## config.mk

```make
export PLATFORM = sky130hd
export DESIGN_NAME = rca_ram
export DESIGN_NICKNAME = d
export VERILOG_FILES = /design/src/hdl/rca_pkg.sv /design/src/hdl/rca_ram.sv
export SDC_FILE = /design/constraint.sdc
export NUM_CORES = 2
export LEC_CHECK = 0
export ABC_AREA = 0
export BUFFER_PORTS_ARGS = -buffer_cell sky130_fd_sc_hd__buf_2
export CAP_MARGIN = 10
export CORE_MARGIN = 1
export CORE_UTILIZATION = 35
export CTS_CLUSTER_DIAMETER = 150
export DETAILED_ROUTE_END_ITERATION = 7
export PLACE_DENSITY = 0.54
export SYNTH_ARGS = -nofsm -noshare
export SYNTH_HDL_FRONTEND = slang
export SYNTH_MEMORY_MAX_BITS = 65536
export SYNTH_SLANG_ARGS = --single-unit
```

## constraint.sdc

```tcl
create_clock -name clk -period 14.3 [get_ports clk]
set_input_delay 0 -clock clk [delete_from_list [all_inputs] [get_ports clk]]
set_output_delay 0 -clock clk [all_outputs]
set_load 0.01 [all_outputs]
```

## src/hdl/rca_pkg.sv

```systemverilog
// Shared types and constants of the region chunk allocator.
// No dependencies; used by every RTL file of the block.
package rca_pkg;

  localparam int TABLE_ENTRIES = 64;
  localparam int IDX_W = $clog2(TABLE_ENTRIES);
  localparam int CNT_W = IDX_W + 1;

  // result status codes
  localparam logic [1:0] ST_DONE     = 2'd0;
  localparam logic [1:0] ST_NOSPACE  = 2'd1;
  localparam logic [1:0] ST_NOTFOUND = 2'd2;

  // request actions
  localparam logic ACT_ALLOC = 1'b0;
  localparam logic ACT_FREE  = 1'b1;

  // configuration register indexes
  localparam logic [2:0] CFG_MODE  = 3'd0;
  localparam logic [2:0] CFG_ALIGN = 3'd1;
  localparam logic [2:0] CFG_BASE  = 3'd2;
  localparam logic [2:0] CFG_LEN   = 3'd3;

  // placement modes
  localparam logic MODE_APPEND = 1'b0;
  localparam logic MODE_SEARCH = 1'b1;

  // one table entry
  typedef struct packed {
    logic        taken;
    logic [31:0] length;
    logic [31:0] start;
  } entry_t;

  // operand set for the shared adder
  typedef struct packed {
    logic [31:0] a;
    logic [31:0] b;
    logic        sub;
  } alu_req_t;

endpackage

```

## src/hdl/rca_ram.sv

```systemverilog
// Chunk table storage: one write port, one registered read port.
// Depends on rca_pkg for the entry type and depth.
module rca_ram (
  input  logic                     clk,
  input  logic                     we,
  input  logic [rca_pkg::IDX_W-1:0] waddr,
  input  rca_pkg::entry_t          wdata,
  input  logic [rca_pkg::IDX_W-1:0] raddr,
  output rca_pkg::entry_t          rdata
);

  rca_pkg::entry_t mem [rca_pkg::TABLE_ENTRIES];

  // write port
  always_ff @(posedge clk) begin
    if (we) begin
      mem[waddr] <= wdata;
    end
  end

  // registered read
  always_ff @(posedge clk) begin
    rdata <= mem[raddr];
  end

endmodule

```

==> impl_metrics.yaml <==
outcome:
  run_status: "finished, final reports clean"
power_and_ir_drop:
  p_leak_nw: 55.8
  power_mw: 26.1
  peakVddDrop_v: 0.000112
  power_density_nw_per_um2: 144
placement:
  place_congestion: 0.760
  port_buffers: 143
  dpl.hpwl_mm: 252
  post-place-ws_ns: 9.29
clock_network:
  clockBufferDepth: 4
  cts_tree: "built"
  clk_pin_slew_worst_paths_ns: 0.06
  cts_sinks: 4225
  root_buffer: "clkbuf_16"
  clock_latency_ns: 1.01
  htree_levels: 5
  cts_made_buffers: 429
  post_cts_buffers: 0
synthesis:
  synth.distinct_cells: 27
  syn_area_sq_um: 158000
  syn_nets: 6685
  ys_seq_elements: 4225
  syn_avg_cell_area_sq_um: 24.0
  ys_warn_count: 0
  ys_seq_area_share_pct: 79.7
  syn-instance-count: 6606
floorplan:
  row_count: 246
  initial_core_util_pct: 35.2
  io_pins: 144
  core_sq_um: 450000
  die_x_microns: 675
  die_area_sq_um: 455000
  die_h_microns: 675
worst_setup_path:
  crit_chain: "dlygate4sd3_1, buf_12, buf_4, buf_4, buf_4, buf_4, mux4_2, a22oi_1, nand3_1, o211a_1"
  critPathMaxFanout: 43
  cp.required_ns: 15.16
  r2r_cells: 4
  crit_family: "buffers and inverters"
  cp-start-kind: "input pin"
  r2r_end: "rdata[27]"
  ff2ff_setup_slack_ns: 12.40
  cpMostUsedCell: "buf_4"
  crit_arrival_ns: 5.25
  max_stage_delay_ns: 0.81
  path_buf_inv: 6
  r2r-start: "mem[27][27]"
  slowest_stage: "buf_4"
  worst-setup-path-type: "in2reg"
  end_kind: "register"
sta:
  holdWs_ns: 0.146
  grt_setup_unrepaired: "no"
  fin_crit_ns: 4.39
  setup_tns_ns: 0
  max_slew_margin_pct: 13.9
  fin_worst_skew_ns: 0.0763
  setup_viol: 0
  fmax_ghz: 0.228
  timing.final.crit_share_pct: 30.7
  setup_ws_ns: 9.91
  slew_violations: 0
  hold_violations: 0
  tightest_slew_ns: 1.29
global_route:
  grt_max_degree: 104
  grt-ovfl-total: 0
  grtUsageTotal_pct: 21.3
  grt_pass1_wl_mm: 668
  first_global_vias: 78400
  grt_antenna_before_repair: 37
worst_hold_path:
  min_path_cells: 5
  holdPathEnd: "rdata[61]"
  worstHoldPathType: "in2reg"
  hold_start: "raddr[3]"
drt:
  dr.pass1.iters: 6
  drc: 0
  vias_per_cell: 5.81
  wl_mm: 493
  drtIter0Drc: 10100
  num_vias: 78100
  drtAntennaViolNets: 0
  avgRoutedWirePerCell_microns: 36.7
final_layout:
  fillers: 39000
  fin_nets: 7179
  syn2layout_area_growth_pct: 14.8
  mostFrequentLayoutCells: "edfxtp_1, mux4_2, clkbuf_16"
  drive_gt1_share_pct: 28.1
  final_common_cell: "edfxtp_1"
run:
  drv_cap: 0
[final cells by class]
cell class / count / area [sq um] / area share (%)
timing repair buffer: 440 / 3370 / 1.86
clock inverter: 242 / 2350 / 1.29
sequential: 4225 / 126000 / 69.5
multi-input combinational: 2004 / 30800 / 16.9
tap: 5952 / 7450 / 4.10
clock buffer: 555 / 11500 / 6.33
antenna: 23 / 57.6 / 0.0317
[cells in the mapped netlist]
master	number	area, sq um
nand2b_1	9	56.3
or3b_2	4	35.0
mux4_2	1040	23400
buf_1	18	67.6
nand3b_1	25	188
buf_2	186	931
o221ai_1	46	403
nand4b_1	1	8.76
nor2_1	112	420
and2_1	3	18.8
o22ai_1	130	813
dfxtp_1	65	1300
edfxtp_1	4160	125000
a22oi_1	260	1950
buf_6	16	180
mux2i_1	103	1030
a211oi_1	65	488
or3_1	3	18.8
nor2b_1	9	56.3
or2_2	2	12.5
o211a_1	65	651
clkbuf_1	120	450
nand4_1	2	12.5
nand2_1	8	30.0
nor3_1	2	10.0
buf_4	37	278
nand3_1	115	576
[kinds of logic after synthesis]
kind of cell / count (synthesis) / synth area share [%]
multiplexers: 1143 / 15.4
buffers and inverters: 377 / 1.20
AND/OR/NAND/NOR: 295 / 0.911
flip-flops: 4225 / 79.7
AO/OA/AOI/OAI: 566 / 2.72
[what timing repair did]
action,4_1_cts,5_1_grt
resized for setup,0,0
hold endpoints to repair,4312,0
hold buffers,81,0
[through the flow]
stage	utilization, %	std cells	cell area, sq um
final	40.4	13400	182000
after global routing	40.4	13400	182000
after CTS	40.4	13400	182000
after detailed placement	37.1	12500	167000
after global placement	37.1	12500	167000
after floorplan	-	6606	158000
[tightest hold or removal path, stage by stage]
cell	delay (ns)
buf_2	0.10
buf_4	0.29
nand2_2	0.22
o22ai_1	0.12
o211a_1	0.22
[layer usage]
layer  track usage (%)  part of all wire, %
met1              29.2                   40
met2              35.7                   49
met3              3.31                  7.8
met4              5.35                  2.7
met5                 0               0.0055
[worst max-delay path by stage]
stage,cells past startpoint,end,slack [ns],start
6_report,10,rdata[55],9.91,raddr[0]
4_1_cts,10,rdata[55],9.72,raddr[0]
3_3_place_gp,9,rdata[55],9.25,raddr[0]
3_5_place_dp,9,rdata[55],9.29,raddr[0]
2_1_floorplan,4,mem[48][0],8.79,waddr[3]
5_1_grt,10,rdata[55],9.40,raddr[0]
[where the power goes]
part	internal [mW]	total (mW)	switching (mW)
clock	6.33	11.1	4.80
sequential	13.7	13.8	0.0610
combinational	0.427	1.21	0.779
[state kept, by name (all words and copies together) (netlist names)]
register  count
mem        4160
rdata        65
Note: power is estimated with default switching activity, not from simulation.
