File: src/hdl/rca_pkg.sv
// Shared types and constants of the region chunk allocator.
// No dependencies; used by every RTL file of the block.
package rca_pkg;

  localparam int TABLE_ENTRIES = 64;
  localparam int IDX_W = $clog2(TABLE_ENTRIES);
  localparam int CNT_W = IDX_W + 1;

  // result status codes
  localparam logic [1:0] ST_DONE     = 2'd0;
  localparam logic [1:0] ST_NOSPACE  = 2'd1;
  localparam logic [1:0] ST_NOTFOUND = 2'd2;

  // request actions
  localparam logic ACT_ALLOC = 1'b0;
  localparam logic ACT_FREE  = 1'b1;

  // configuration register indexes
  localparam logic [2:0] CFG_MODE  = 3'd0;
  localparam logic [2:0] CFG_ALIGN = 3'd1;
  localparam logic [2:0] CFG_BASE  = 3'd2;
  localparam logic [2:0] CFG_LEN   = 3'd3;

  // placement modes
  localparam logic MODE_APPEND = 1'b0;
  localparam logic MODE_SEARCH = 1'b1;

  // one table entry
  typedef struct packed {
    logic        taken;
    logic [31:0] length;
    logic [31:0] start;
  } entry_t;

  // operand set for the shared adder
  typedef struct packed {
    logic [31:0] a;
    logic [31:0] b;
    logic        sub;
  } alu_req_t;

endpackage

File: src/hdl/rca_alu.sv
// Shared 32-bit add/subtract unit with an unsigned compare of its result.
// Depends on rca_pkg for the operand struct.
module rca_alu (
  input  rca_pkg::alu_req_t req,
  input  logic [31:0]       cmp_val,
  output logic [31:0]       sum,
  output logic              ge
);

  // wrap-around sum or difference
  assign sum = req.sub ? (req.a - req.b) : (req.a + req.b);
  // cmp_val >= result, unsigned
  assign ge = (cmp_val >= sum);

endmodule

File: config.mk
export PLATFORM = sky130hd
export DESIGN_NAME = rca_alu
export DESIGN_NICKNAME = d
export VERILOG_FILES = /design/src/hdl/rca_pkg.sv /design/src/hdl/rca_alu.sv
export SDC_FILE = /design/constraint.sdc
export NUM_CORES = 1
export LEC_CHECK = 0
export BUFFER_PORTS_ARGS = -buffer_cell sky130_fd_sc_hd__buf_2
export CAP_MARGIN = 20
export CORE_MARGIN = 4
export CORE_UTILIZATION = 55
export DETAILED_ROUTE_END_ITERATION = 16
export GPL_TIMING_DRIVEN = 0
export PLACE_DENSITY_LB_ADDON = 0.1
export SKIP_LAST_GASP = 1
export SLEW_MARGIN = 10
export SYNTH_ARGS = -nofsm -noshare
export SYNTH_HDL_FRONTEND = slang
export SYNTH_SLANG_ARGS = --single-unit
File: constraint.sdc
create_clock -name vclk -period 9.2
set_clock_uncertainty 0.05 [all_clocks]
set_input_delay 0 -clock vclk [all_inputs]
set_output_delay 0 -clock vclk [all_outputs]
set_load 0.005 [all_outputs]
==> out/metrics.csv <==
stage,metric,value,unit
finish,seqCellArea,0,um^2
synthesis,synth_top_family_by_area,compound AO/OA/AOI/OAI gates,
finish,antenna_cells,0,
clocking,cts.hold.buffers_added,0,
synthesis,synthXorXnorAreaFrac,18.1,%
finish,nClkBuffers,0,
finish,drive_above_1_share,24.9,%
timing,worstMarginPinSlew,0.603,ns
synthesis,syn-num-nets,651,
placed_design,routabilityCongestion,0.946,
setup_path,end_kind,output port,
flow_run,maxCapViolCount,0,
detailed_routing,drt-total-wl,9680,um
placed_design,hpwl,8580,um
timing,grt_setup_unrepaired,no,
finish,fin_nets,783,
synthesis,synth_area_per_cell,6.92,um^2
finish,seq_cells,0,
hold_path,whs_path_depth,4,
grt,grt_start_max_net_pins,11,
die,start_util,56.8,%
hold_path,hp-class,input port to output port,
synthesis,synth.distinct_cells,54,
setup_path,worstPathArrival,5.34,ns
setup_path,cp_common_cell,a21o_1,
die,die_area,7470,um^2
hold_path,hold_end,sum[0],
power_and_ir_drop,p_leak,2.15,nW
synthesis,synthAdderAreaFrac,24.3,%
timing,fin_ws,3.81,ns
detailed_routing,dr.pass1.iters,5,
status,status,completed,
synthesis,ys_seq_area_share,0,%
timing,setup-tns-final,0,ns
grt,grt_pass1_wl,16100,um
grt,first_global_vias,3700,
setup_path,crit_fanout,7,
setup_path,crit_path_max_incr_delay,0.44,ns
setup_path,worst_ep_required_time,9.15,ns
timing,finalHoldViolCount,0,
setup_path,crit_slowest_cell,nor4_1,
clocking,post_cts_resized,0,
detailed_routing,vias,3941,
die,core_region_area,5960,um^2
synthesis,ys_warn_count,0,
timing,max_freq,0.185,GHz
grt,gr-total-overflow,0,
die,fp.dieH,86.4,um
power_and_ir_drop,peakVddDrop,62.7,uV
placed_design,io_buffers,130,
setup_path,cp-start-kind,input port,
die,rows,28,
finish,area_delta_synth_final,22.0,%
placed_design,pre_cts_ws,3.85,ns
synthesis,syn_area,3380,um^2
timing,finalCritPeriodShare,58.6,%
timing,setup_viol,0,
grt,grt_usage,25.1,%
timing,max_slew_margin,59.5,%
detailed_routing,ant_nets,0,
synthesis,yosys.area_share.simple,20.9,%
detailed_routing,drc_errors,0,
grt,antenna_found_initial,0,
synthesis,synth_compound_area_share,29.2,%
synthesis,synthMuxAreaShare,0.665,%
detailed_routing,drt_iter0_markers,297,
hold_path,hp-start,req[1],
synthesis,netlist_instances,489,
die,io_pins,130,
detailed_routing,wl_per_cell,13.9,um
timing,fin_crit,5.39,ns
power_and_ir_drop,powerDensity,113,nW/um^2
clocking,cts_setup_buffers,0,
detailed_routing,vias_per_cell,5.68,
die,die_w,86.4,um
setup_path,criticalPathCategory,input port to output port,
timing,final_max_slew_viol_count,0,
==> power by group <==
part / internal, W / switching, W
clock network: 0 / 0
registers: 0 / 0
logic: 0.000209 / 0.000257
==> layout make-up <==
type               count  area (um^2)
repair buffers       130          651
inverters             41          154
well taps             75         93.8
plain buffers         19         80.1
fillers              553         1830
multi-input cells    429         3150
==> cell usage in the layout, fill, tap and decap left out, types with 3 or more instances in the layout <==
cell type,n
a21o_1,31
a21oi_1,61
a31oi_1,11
and2_1,3
and4_1,3
buf_2,136
clkbuf_1,12
ha_1,64
inv_1,41
nand2_1,32
nand2b_1,5
nand3_1,9
nand4_1,14
nor2_1,36
nor2b_1,5
nor3_1,16
o2111ai_1,3
o211ai_1,5
o21ai_0,21
o21bai_1,5
xnor2_1,51
xor2_1,17
==> metrics by stage <==
step	total power, W	util, %	hold WS [ns]	instance area, um^2	cells
2_1_floorplan	0.000315	-	0.101	3380	489
3_3_place_gp	0.000447	69.3	0.329	4130	694
3_5_place_dp	0.000461	69.3	0.345	4130	694
4_1_cts	0.000463	69.3	0.348	4130	694
5_1_grt	0.000525	69.3	0.406	4130	694
6_report	0.000466	69.3	0.346	4130	694
==> Yosys cell counts, types with 2 or more instances <==
cell | count | area [um^2]
nor2_1 | 36 | 135
o2111ai_1 | 3 | 26.3
nor3_4 | 2 | 32.5
nand4_1 | 14 | 87.6
o211ai_1 | 5 | 37.5
ha_1 | 64 | 801
and4_1 | 3 | 26.3
o21ba_2 | 2 | 20.0
nand2_1 | 32 | 120
clkbuf_1 | 12 | 45.0
xor2_1 | 17 | 149
o22ai_1 | 2 | 12.5
a21o_1 | 31 | 233
nor2b_1 | 5 | 31.3
xnor2_1 | 51 | 447
a211oi_1 | 2 | 15.0
nor4_1 | 2 | 12.5
and2_1 | 3 | 18.8
a31oi_1 | 11 | 68.8
o21bai_1 | 5 | 37.5
inv_1 | 41 | 154
nor3_1 | 16 | 80.1
o21ai_0 | 21 | 105
a21oi_1 | 61 | 305
nand3_1 | 9 | 45.0
buf_2 | 6 | 30.0
or3_1 | 2 | 12.5
nand2b_1 | 5 | 31.3
==> worst max-delay path, delay by kind of cell <==
| kind | cells | cell delay (ns) |
|---|---|---|
| simple gates | 6 | 1.71 |
| fa+ha+maj | 2 | 0.58 |
| compound gates | 12 | 2.18 |
| buf+inv | 3 | 0.52 |
| xor+xnor | 2 | 0.34 |
==> layer usage <==
metal / GRT usage, % / vias to the layer above / routed length, um
met5: 0 / - / 0
met4: 4.53 / 0 / 149
met3: 0.475 / 14 / 714
met2: 39.8 / 150 / 4010
met1: 38.2 / 1753 / 4800
li1: - / 2024 / -
==> cell families (layout without fill, tap and decap cells) <==
family                     after synthesis  in the layout
AOI/OAI and AO/OA                      155            155
and+or+nand+nor                        138            138
muxes                                    2              2
xor gates and xnor gates                69             69
adders and majority gates               65             65
buffers and inverters                   60            190
==> how the worst max path moves through the flow <==
stage / slack [ns] / to / start / cells after the start
2_1_floorplan: 4.83 / ge / req[7] / 23
3_3_place_gp: 3.93 / ge / req[5] / 25
3_5_place_dp: 3.85 / ge / req[5] / 25
4_1_cts: 3.84 / ge / req[5] / 25
5_1_grt: 3.32 / ge / req[5] / 25
6_report: 3.81 / ge / req[5] / 25
Power figures use the tool's default switching activity.
